`config.mk`:
```
export PLATFORM = sky130hd
export DESIGN_NAME = i2c_slave_register_bank_flat
export DESIGN_NICKNAME = d
export VERILOG_FILES = /design/src/i2csrb_pkg.sv /design/src/i2csrb_if.sv /design/src/i2csrb_core.sv /design/src/i2csrb_out_stage.sv /design/src/i2c_slave_register_bank.sv /design/src/flat_wrapper.sv
export SDC_FILE = /design/constraint.sdc
export NUM_CORES = 1
export LEC_CHECK = 0
export ABC_AREA = 1
export BUFFER_PORTS_ARGS = -buffer_cell sky130_fd_sc_hd__buf_4
export CORE_ASPECT_RATIO = 0.7
export CORE_MARGIN = 2
export CORE_UTILIZATION = 53
export DETAILED_ROUTE_END_ITERATION = 16
export PLACE_DENSITY = 0.71
export SYNTH_ARGS = -nofsm -noshare
export SYNTH_HDL_FRONTEND = slang
export SYNTH_SLANG_ARGS = --single-unit
```
`constraint.sdc`:
```
create_clock -name clk_i -period 3.4 [get_ports clk_i]
set_input_delay 0.34 -clock clk_i [delete_from_list [all_inputs] [get_ports clk_i]]
set_output_delay 0.34 -clock clk_i [all_outputs]
set_load 0.02 [all_outputs]
```
`src/i2csrb_pkg.sv`:
```
`timescale 1ns / 1ps
// ----------------------------------------------------------------------------
// i2csrb_pkg: shared types and constants
// Bus event codes, side-effect codes, the fixed register map and the result
// record passed from the register core to the output stage.
// ----------------------------------------------------------------------------
package i2csrb_pkg;

  // Bus event codes
  typedef enum logic [1:0] {
    CMD_START_STOP = 2'd0,
    CMD_RX_BYTE    = 2'd1,
    CMD_READ       = 2'd2,
    CMD_NACK       = 2'd3
  } cmd_e;

  // Side effect reported with a register write
  typedef enum logic [2:0] {
    ACT_NONE     = 3'd0,
    ACT_POWER    = 3'd1,
    ACT_PWM      = 3'd2,
    ACT_LCD_RST  = 3'd3,
    ACT_TP_RST   = 3'd4
  } action_e;

  // Register map (fixed)
  localparam logic [4:0] ADDR_ID          = 5'd0;
  localparam logic [4:0] ADDR_PORT_MIRROR = 5'd2;
  localparam logic [4:0] ADDR_POWER       = 5'd5;
  localparam logic [4:0] ADDR_PWM         = 5'd6;
  localparam logic [4:0] ADDR_LCD_RESET   = 5'd19;
  localparam logic [4:0] ADDR_TOUCH_RESET = 5'd20;
  localparam logic [4:0] ADDR_TOUCH_STAT  = 5'd21;
  localparam logic [4:0] ADDR_TOUCH_XY    = 5'd22;

  localparam logic [7:0] ID_DEFAULT    = 8'hC3;

  // Receive byte counter values within one transfer
  localparam logic [1:0] RX_NONE       = 2'd0;
  localparam logic [1:0] RX_POINTER    = 2'd1;
  localparam logic [1:0] RX_DATA       = 2'd2;

  typedef struct packed {
    logic       read_valid;
    logic [7:0] read_byte;
    action_e    action;
    logic [7:0] action_value;
    logic [7:0] power_level;
    logic [7:0] pwm_level;
    logic [7:0] lcd_reset_level;
    logic [7:0] touch_reset_level;
  } result_t;

endpackage

```
`src/i2csrb_if.sv`:
```
`timescale 1ns / 1ps
// ----------------------------------------------------------------------------
// i2csrb channel interfaces
// Valid/ready channels for bus events, configuration writes and results.
// ----------------------------------------------------------------------------
interface i2csrb_in_if;
  logic       valid;
  logic       ready;
  logic [1:0] command;
  logic [7:0] data_byte;

  modport source (output valid, output command, output data_byte, input ready);
  modport sink   (input valid, input command, input data_byte, output ready);
endinterface

interface i2csrb_cfg_if;
  logic       valid;
  logic       ready;
  logic [7:0] data;

  modport source (output valid, output data, input ready);
  modport sink   (input valid, input data, output ready);
endinterface

interface i2csrb_out_if;
  logic       valid;
  logic       ready;
  logic       read_valid;
  logic [7:0] read_byte;
  logic [2:0] action;
  logic [7:0] action_value;
  logic [7:0] power_level;
  logic [7:0] pwm_level;
  logic [7:0] lcd_reset_level;
  logic [7:0] touch_reset_level;

  modport source (
    output valid, output read_valid, output read_byte, output action,
    output action_value, output power_level, output pwm_level,
    output lcd_reset_level, output touch_reset_level, input ready
  );
  modport sink (
    input valid, input read_valid, input read_byte, input action,
    input action_value, input power_level, input pwm_level,
    input lcd_reset_level, input touch_reset_level, output ready
  );
endinterface

```
`src/i2csrb_core.sv`:
```
`timescale 1ns / 1ps
// ----------------------------------------------------------------------------
// i2csrb_core: register bank state and event decode
// Holds the register file, pointer, receive count and transmit state, and
// forms the result record of the event being transferred.
// ----------------------------------------------------------------------------
module i2csrb_core #(
  parameter int NUM_REGS = 23,
  parameter int TX_DEPTH = 42
) (
  input  logic                clk_i,
  input  logic                rst_ni,
  input  logic                ev_fire_i,
  input  logic [1:0]          command_i,
  input  logic [7:0]          data_byte_i,
  input  logic                cfg_fire_i,
  input  logic [7:0]          cfg_data_i,
  output i2csrb_pkg::result_t result_o
);

  localparam int PW    = $clog2(NUM_REGS + 1);
  localparam int IDX_W = (TX_DEPTH > 1) ? $clog2(TX_DEPTH) : 1;
  localparam logic [PW-1:0]    PTR_NONE = PW'(NUM_REGS);
  localparam logic [IDX_W-1:0] IDX_LAST = IDX_W'(TX_DEPTH - 1);

  logic [7:0]       regs_q [NUM_REGS];
  logic [7:0]       regs_d [NUM_REGS];
  logic [PW-1:0]    ptr_q, ptr_d;
  logic [1:0]       rx_cnt_q, rx_cnt_d;
  // Only the first buffer byte is ever loaded; the rest stay at zero.
  logic [7:0]       tx0_q, tx0_d;
  logic [IDX_W-1:0] tx_idx_q, tx_idx_d;

  logic             ptr_ok;
  logic             wr_ok;
  logic [7:0]       sel_byte;

  always_comb begin
    regs_d     = regs_q;
    ptr_d      = ptr_q;
    rx_cnt_d   = rx_cnt_q;
    tx0_d      = tx0_q;
    tx_idx_d   = tx_idx_q;
    ptr_ok     = 1'b0;
    wr_ok      = 1'b0;
    sel_byte   = 8'h00;
    result_o.read_valid   = 1'b0;
    result_o.read_byte    = 8'h00;
    result_o.action       = i2csrb_pkg::ACT_NONE;
    result_o.action_value = 8'h00;

    case (i2csrb_pkg::cmd_e'(command_i))
      i2csrb_pkg::CMD_START_STOP: begin
        rx_cnt_d = i2csrb_pkg::RX_NONE;
      end
      i2csrb_pkg::CMD_RX_BYTE: begin
        if (rx_cnt_q != i2csrb_pkg::RX_POINTER) begin
          // pointer byte (first of a transfer, or one that follows a data byte)
          rx_cnt_d = i2csrb_pkg::RX_POINTER;
          if (data_byte_i[7]) begin
            ptr_d = (data_byte_i[6:0] < 7'(NUM_REGS)) ? data_byte_i[PW-1:0] : PTR_NONE;
          end
          ptr_ok = (ptr_d < PTR_NONE);
          if (ptr_ok) begin
            sel_byte = regs_q[ptr_d];
            tx_idx_d = '0;
            if (ptr_d != PW'(i2csrb_pkg::ADDR_TOUCH_STAT) &&
                ptr_d != PW'(i2csrb_pkg::ADDR_TOUCH_XY)) begin
              tx0_d = sel_byte;
            end
          end
        end else begin
          // data byte
          rx_cnt_d = i2csrb_pkg::RX_DATA;
          wr_ok = (ptr_q < PTR_NONE) &&
                  (ptr_q != PW'(i2csrb_pkg::ADDR_ID)) &&
                  (ptr_q != PW'(i2csrb_pkg::ADDR_PORT_MIRROR)) &&
                  (ptr_q != PW'(i2csrb_pkg::ADDR_TOUCH_STAT)) &&
                  (ptr_q != PW'(i2csrb_pkg::ADDR_TOUCH_XY));
          if (wr_ok) begin
            regs_d[ptr_q] = data_byte_i;
            tx_idx_d      = '0;
            tx0_d         = data_byte_i;
            if (ptr_q == PW'(i2csrb_pkg::ADDR_POWER)) begin
              regs_d[i2csrb_pkg::ADDR_PORT_MIRROR] = data_byte_i;
              result_o.action = i2csrb_pkg::ACT_POWER;
            end else if (ptr_q == PW'(i2csrb_pkg::ADDR_PWM)) begin
              result_o.action = i2csrb_pkg::ACT_PWM;
            end else if (ptr_q == PW'(i2csrb_pkg::ADDR_LCD_RESET)) begin
              result_o.action = i2csrb_pkg::ACT_LCD_RST;
            end else if (ptr_q == PW'(i2csrb_pkg::ADDR_TOUCH_RESET)) begin
              result_o.action = i2csrb_pkg::ACT_TP_RST;
            end
            if (result_o.action != i2csrb_pkg::ACT_NONE) begin
              result_o.action_value = data_byte_i;
            end
          end
        end
      end
      i2csrb_pkg::CMD_READ: begin
        result_o.read_valid = 1'b1;
        result_o.read_byte  = (tx_idx_q == '0) ? tx0_q : 8'h00;
        tx_idx_d = (tx_idx_q == IDX_LAST) ? '0 : tx_idx_q + 1'b1;
      end
      default: begin
      end
    endcase

    result_o.power_level       = regs_d[i2csrb_pkg::ADDR_POWER];
    result_o.pwm_level         = regs_d[i2csrb_pkg::ADDR_PWM];
    result_o.lcd_reset_level   = regs_d[i2csrb_pkg::ADDR_LCD_RESET];
    result_o.touch_reset_level = regs_d[i2csrb_pkg::ADDR_TOUCH_RESET];
  end

  always_ff @(posedge clk_i or negedge rst_ni) begin
    if (!rst_ni) begin
      for (int i = 0; i < NUM_REGS; i++) begin
        regs_q[i] <= (i == int'(i2csrb_pkg::ADDR_ID)) ? i2csrb_pkg::ID_DEFAULT : 8'h00;
      end
      ptr_q    <= PTR_NONE;
      rx_cnt_q <= i2csrb_pkg::RX_NONE;
      tx0_q    <= 8'h00;
      tx_idx_q <= '0;
    end else begin
      // ID register is only ever written from the config port
      for (int i = 0; i < NUM_REGS; i++) begin
        if (cfg_fire_i && (i == int'(i2csrb_pkg::ADDR_ID))) begin
          regs_q[i] <= cfg_data_i;
        end else if (ev_fire_i) begin
          regs_q[i] <= regs_d[i];
        end
      end
      if (ev_fire_i) begin
        ptr_q    <= ptr_d;
        rx_cnt_q <= rx_cnt_d;
        tx0_q    <= tx0_d;
        tx_idx_q <= tx_idx_d;
      end
    end
  end

  a_rx_cnt_range: assert property (@(posedge clk_i) disable iff (!rst_ni)
    rx_cnt_q != 2'd3) else $error("receive count out of range");

  a_ptr_range: assert property (@(posedge clk_i) disable iff (!rst_ni)
    ptr_q <= PTR_NONE) else $error("pointer beyond bank");

  a_tx_idx_range: assert property (@(posedge clk_i) disable iff (!rst_ni)
    tx_idx_q <= IDX_LAST) else $error("transmit index beyond buffer");

  a_portb_mirror: assert property (@(posedge clk_i) disable iff (!rst_ni)
    ev_fire_i && result_o.action == i2csrb_pkg::ACT_POWER |=>
      regs_q[i2csrb_pkg::ADDR_PORT_MIRROR] == regs_q[i2csrb_pkg::ADDR_POWER])
    else $error("port-B mirror not updated by power write");

endmodule

```
`src/i2csrb_out_stage.sv`:
```
`timescale 1ns / 1ps
// ----------------------------------------------------------------------------
// i2csrb_out_stage: result register
// Holds one result until the sink takes it; passes a new one in the same
// cycle that the held one is transferred.
// ----------------------------------------------------------------------------
module i2csrb_out_stage (
  input  logic                clk_i,
  input  logic                rst_ni,
  input  logic                load_i,
  input  i2csrb_pkg::result_t result_i,
  output logic                can_load_o,
  output logic                valid_o,
  input  logic                ready_i,
  output i2csrb_pkg::result_t result_o
);

  logic                valid_q;
  i2csrb_pkg::result_t res_q;

  assign can_load_o = !valid_q || ready_i;
  assign valid_o    = valid_q;
  assign result_o   = res_q;

  always_ff @(posedge clk_i or negedge rst_ni) begin
    if (!rst_ni) begin
      valid_q <= 1'b0;
    end else if (can_load_o) begin
      valid_q <= load_i;
    end
  end

  always_ff @(posedge clk_i) begin
    if (load_i && can_load_o) begin
      res_q <= result_i;
    end
  end

  a_hold: assert property (@(posedge clk_i) disable iff (!rst_ni)
    valid_q && !ready_i |=> valid_q && $stable(res_q))
    else $error("held result lost");

  a_load: assert property (@(posedge clk_i) disable iff (!rst_ni)
    load_i && can_load_o |=> valid_q)
    else $error("loaded result not shown");

  a_drain: assert property (@(posedge clk_i) disable iff (!rst_ni)
    valid_q && ready_i && !load_i |=> !valid_q)
    else $error("transferred result repeated");

endmodule

```
`src/i2c_slave_register_bank.sv`:
```
`timescale 1ns / 1ps
// ----------------------------------------------------------------------------
// i2c_slave_register_bank: byte-level I2C slave register bank
// An event's result is registered and shows on out_o in the next cycle.
// Throughput: one bus event per cycle unless out_o stalls; the result register
//   frees on transfer of its result, so events and results stream back to back.
// Reset (rst_ni low, async): ID register to 0xC3, other registers zero,
//   no register selected, counts and transmit byte cleared, no result held.
// ----------------------------------------------------------------------------
module i2c_slave_register_bank #(
  parameter int NUM_REGS = 23,
  parameter int TX_DEPTH = 42
) (
  input  logic          clk_i,
  input  logic          rst_ni,
  i2csrb_in_if.sink     in_i,
  i2csrb_cfg_if.sink    cfg_i,
  i2csrb_out_if.source  out_o
);

  // Event decode and state in the core; the state moves on each event
  // transfer and the matching result goes into the output register.
  i2csrb_pkg::result_t core_res;
  i2csrb_pkg::result_t out_res;
  logic                ev_ready;
  logic                ev_fire;

  assign in_i.ready  = ev_ready;
  assign ev_fire     = in_i.valid && ev_ready;

  // Configuration writes are always taken; they only touch the ID register.
  assign cfg_i.ready = 1'b1;

  i2csrb_core #(
    .NUM_REGS (NUM_REGS),
    .TX_DEPTH (TX_DEPTH)
  ) u_core (
    .clk_i       (clk_i),
    .rst_ni      (rst_ni),
    .ev_fire_i   (ev_fire),
    .command_i   (in_i.command),
    .data_byte_i (in_i.data_byte),
    .cfg_fire_i  (cfg_i.valid),
    .cfg_data_i  (cfg_i.data),
    .result_o    (core_res)
  );

  // One result per event, held until the sink takes it.
  i2csrb_out_stage u_out (
    .clk_i      (clk_i),
    .rst_ni     (rst_ni),
    .load_i     (in_i.valid),
    .result_i   (core_res),
    .can_load_o (ev_ready),
    .valid_o    (out_o.valid),
    .ready_i    (out_o.ready),
    .result_o   (out_res)
  );

  assign out_o.read_valid        = out_res.read_valid;
  assign out_o.read_byte         = out_res.read_byte;
  assign out_o.action            = out_res.action;
  assign out_o.action_value      = out_res.action_value;
  assign out_o.power_level       = out_res.power_level;
  assign out_o.pwm_level         = out_res.pwm_level;
  assign out_o.lcd_reset_level   = out_res.lcd_reset_level;
  assign out_o.touch_reset_level = out_res.touch_reset_level;

endmodule

```
`src/flat_wrapper.sv`:
```
// flat-port wrapper written by rule: the top's interface ports become plain ports
module i2c_slave_register_bank_flat 
#(
  parameter int NUM_REGS = 23,
  parameter int TX_DEPTH = 42
)
  (clk_i, rst_ni, in_i_valid, in_i_command, in_i_data_byte, in_i_ready, cfg_i_valid, cfg_i_data, cfg_i_ready, out_o_valid, out_o_read_valid, out_o_read_byte, out_o_action, out_o_action_value, out_o_power_level, out_o_pwm_level, out_o_lcd_reset_level, out_o_touch_reset_level, out_o_ready);
  i2csrb_in_if in_i_i ();
  i2csrb_cfg_if cfg_i_i ();
  i2csrb_out_if out_o_i ();
  input  logic clk_i;
  input  logic rst_ni;
  input wire logic [$bits(in_i_i.valid)-1:0] in_i_valid;
  input wire logic [$bits(in_i_i.command)-1:0] in_i_command;
  input wire logic [$bits(in_i_i.data_byte)-1:0] in_i_data_byte;
  output wire logic [$bits(in_i_i.ready)-1:0] in_i_ready;
  input wire logic [$bits(cfg_i_i.valid)-1:0] cfg_i_valid;
  input wire logic [$bits(cfg_i_i.data)-1:0] cfg_i_data;
  output wire logic [$bits(cfg_i_i.ready)-1:0] cfg_i_ready;
  output wire logic [$bits(out_o_i.valid)-1:0] out_o_valid;
  output wire logic [$bits(out_o_i.read_valid)-1:0] out_o_read_valid;
  output wire logic [$bits(out_o_i.read_byte)-1:0] out_o_read_byte;
  output wire logic [$bits(out_o_i.action)-1:0] out_o_action;
  output wire logic [$bits(out_o_i.action_value)-1:0] out_o_action_value;
  output wire logic [$bits(out_o_i.power_level)-1:0] out_o_power_level;
  output wire logic [$bits(out_o_i.pwm_level)-1:0] out_o_pwm_level;
  output wire logic [$bits(out_o_i.lcd_reset_level)-1:0] out_o_lcd_reset_level;
  output wire logic [$bits(out_o_i.touch_reset_level)-1:0] out_o_touch_reset_level;
  input wire logic [$bits(out_o_i.ready)-1:0] out_o_ready;
  assign in_i_i.valid = in_i_valid;
  assign in_i_i.command = in_i_command;
  assign in_i_i.data_byte = in_i_data_byte;
  assign in_i_ready = in_i_i.ready;
  assign cfg_i_i.valid = cfg_i_valid;
  assign cfg_i_i.data = cfg_i_data;
  assign cfg_i_ready = cfg_i_i.ready;
  assign out_o_valid = out_o_i.valid;
  assign out_o_read_valid = out_o_i.read_valid;
  assign out_o_read_byte = out_o_i.read_byte;
  assign out_o_action = out_o_i.action;
  assign out_o_action_value = out_o_i.action_value;
  assign out_o_power_level = out_o_i.power_level;
  assign out_o_pwm_level = out_o_i.pwm_level;
  assign out_o_lcd_reset_level = out_o_i.lcd_reset_level;
  assign out_o_touch_reset_level = out_o_i.touch_reset_level;
  assign out_o_i.ready = out_o_ready;
  i2c_slave_register_bank #(.NUM_REGS(NUM_REGS), .TX_DEPTH(TX_DEPTH)) u_core (.clk_i(clk_i), .rst_ni(rst_ni), .in_i(in_i_i), .cfg_i(cfg_i_i), .out_o(out_o_i));
endmodule
```
==> results.yml <==
outcome:
  outcome: "complete, no violations"
logic_synthesis:
  syn_avg_cell_area_um2: 8.15
  ys.flop_type: "dfrtp_1"
  synth_top_area_share_pct: 40.2
  synth_edf_count: 52
  ys_types: 32
  synth_area_um2: 12300
  synth_most_common_cell: "nand2_1"
  ys_top_cells_by_area: "dfrtp_1, edfxtp_1, nand2_1"
  yosys_warnings: 0
  synth-async-reset-ratio_pct: 79.8
  ys_ff_latch: 258
  syn-num-nets: 1539
  syn_inst: 1513
  synth_commonest_cells: "nand2_1, o21ai_0, dfrtp_1, inv_1, nand3_1"
  ys_seq_area_share_pct: 54.6
  yosys.area.top_type: "dfrtp_1"
route:
  antenna_left: 0
  route.detailed.drc: 0
  drt_pass1_iterations: 5
  wl_per_cell_um: 17.7
  wl_met2_mm: 13.2
  drt-total-wl_mm: 33.1
  top_layer_used: "met5"
  vias_per_cell: 5.49
  drtIter0Drc: 1058
  dr_wl_met3_mm: 3.09
  vias: 10248
  met1Wirelength_mm: 16.3
clock_tree:
  cts_num_sinks: 258
  cts_tree: "yes"
  cts_buffer_depth: 3
  clk_pin_slew_worst_paths_ns: 0.06
  cts_buffers: 25
  cts-htree-levels: 1
  postCtsSetupBuffers: 0
  root_buffer: "clkbuf_16"
  clk_latency_ns: 0.54
setup_path:
  path_buf_inv: 2
  arrival_ns: 2.95
  crit_path_end_kind: "register"
  critPathLaunchType: "register"
  critPathTopFamily: "simple AND/OR/NAND/NOR gates"
  cpMostUsedCell: "nand2_1"
  max_stage_delay_ns: 0.41
  worstPathMaxFanout: 19
  crit_slowest_cell: "nand2_1"
  worst-setup-path-type: "register to register"
  cp.required_ns: 3.77
  cp_cell_sequence: "nor2_2 > inv_2 > nor3_4 > nand2_1 > nor2_1 > inv_1 > nor2_2 > nand2_1 > nand2_1 > o21ai_0"
sta:
  setup_viol: 0
  period_needed_ns: 2.57
  finalHoldViolations: 0
  grt_setup_unrepaired: "no"
  worst_pin_slew_ns: 0.972
  drv_slew: 0
  hold_ws_ns: 0.0135
  finalSetupTns_ns: 0
  max_freq_ghz: 0.389
  fin_worst_skew_ns: 0.0128
  fin_ws_ns: 0.827
  slew-limit-headroom_pct: 35.1
  finalCritPeriodShare_pct: 75.7
power_and_ir_drop:
  power.leakage_nw: 6.40
  power_density_nw_per_um2: 639
  ir_drop_v: 0.000405
placed_design:
  port-buffer-count: 76
  gp_congestion: 0.966
  place_ws_ns: 0.669
  dp_hpwl_mm: 21.7
global_route:
  grt_pass1_vias: 9298
  grt.total_usage_pct: 27.7
  grt_max_degree: 97
  overflow: 0
  grt_antenna_before_repair: 1
  grt_first_pass_wirelength_mm: 52.8
floorplan:
  rows: 46
  io_pins: 78
  die_h_um: 132
  fp.coreArea_um2: 22700
  die_width_um: 186
  die-area_um2: 24500
  initial_utilization_pct: 54.2
cells_and_area:
  drive_gt1_share_pct: 11.2
  area_growth_syn_to_layout_pct: 12.4
  nNetsFinal: 1562
  diodes: 0
min_path:
  hp-class: "primary input to register"
flow_run:
  cap_violations: 0
-- cells in the final DEF (no fill, tap or decap), drive strengths merged --
master       instances
a21oi               19
a31oi                5
buf                 97
bufinv               2
clkbuf              32
clkinv              13
clkinvlp             1
conb                 1
dfrtp              198
dfstp                8
dlygate4sd3          1
edfxtp              52
ha                   3
inv                181
nand2              418
nand3              160
nand3b              24
nand4                7
nor2                63
nor3                18
nor3b                4
o211ai               8
o21ai              233
or2                  4
xor2                 3
-- where the power goes --
part	internal (W)	switching, W	total, W
Combinational	0.000727	0.00163	0.00235
Sequential	0.00358	0.000200	0.00378
Clock	0.00153	0.00120	0.00272
Total	0.00584	0.00302	0.00886
-- sequential cells by signal, indices dropped and copies added, names as in the netlist --
signal,cells
u_core.u_out.valid_o,1
u_core.u_out.result_o,52
u_core.u_core.tx0_q,8
u_core.u_core.ptr_q,5
u_core.u_core.tx_idx_q,6
u_core.u_core.regs_q,184
u_core.u_core.rx_cnt_q,2
-- worst reg2reg max path, cell delays in order (launching register included) --
cell and delay, ns:
dfrtp_1 0.39, nor2_2 0.19, inv_2 0.18, nor3_4 0.29
nand2_1 0.16, nor2_1 0.17, inv_1 0.12, nor2_2 0.25
nand2_1 0.41, nand2_1 0.15, o21ai_0 0.09
-- final timing paths --
check / from / to / slack, ns / depth (start not counted)
worst min register to register: u_core.u_core.regs_q[9]$_DFFE_PN0P_ / u_core.u_core.regs_q[9]$_DFFE_PN0P_ / 0.37 / 0
worst max-delay path: u_core.u_core.rx_cnt_q[1]$_DFFE_PN0P_ / u_core.u_core.regs_q[171]$_DFFE_PN0P_ / 0.83 / 10
min in group asynchronous: rst_ni / u_core.u_core.regs_q[160]$_DFFE_PN0P_ / 0.44 / 2
max in group asynchronous: rst_ni / u_core.u_core.regs_q[94]$_DFFE_PN0P_ / 2.13 / 3
worst min-delay path: cfg_i_data[2] / u_core.u_core.regs_q[178]$_DFFE_PN0P_ / 0.01 / 3
worst max register to register: u_core.u_core.rx_cnt_q[1]$_DFFE_PN0P_ / u_core.u_core.regs_q[171]$_DFFE_PN0P_ / 0.83 / 10
-- through the flow --
step / instances / power (W) / utilization, % / cell area (µm²)
after floorplan: 1513 / 0.00534 / - / 12300
after global placement: 1820 / 0.00610 / 57.5 / 13100
after detailed placement: 1820 / 0.00614 / 57.5 / 13100
after CTS: 1867 / 0.00886 / 61.0 / 13900
after global routing: 1867 / 0.00936 / 61.0 / 13900
final: 1867 / 0.00886 / 61.0 / 13900
-- final cells by class --
cell class | count | area, µm²
fill | 2041 | 8880
sequential | 258 | 6730
multi-input combinational | 970 | 4490
timing repair buffer | 99 | 777
inverter | 182 | 684
clock buffer | 31 | 658
tap | 312 | 390
clock inverter | 15 | 128
-- kinds of logic after synthesis --
family | after synthesis | synth area share [%]
compound gates | 265 | 11.2
xor+xnor | 3 | 0.213
fa+ha+maj | 3 | 0.305
buf+inv | 285 | 9.04
flops | 258 | 54.6
other cells | 1 | 0.0304
simple gates | 698 | 24.6
-- layer usage --
| metal | track usage, % | vias to the layer above |
|---|---|---|
| met5 | 0 | - |
| li1 | - | 4902 |
| met3 | 5.27 | 43 |
| met2 | 36.0 | 415 |
| met1 | 47.2 | 4886 |
| met4 | 4.86 | 2 |
-- timing repair --
action,CTS,global route
gates resized for setup,0,0
hold buffers,1,0
endpoints found under the hold margin,88,0
No activity file was read; power rests on OpenSTA's default activity.
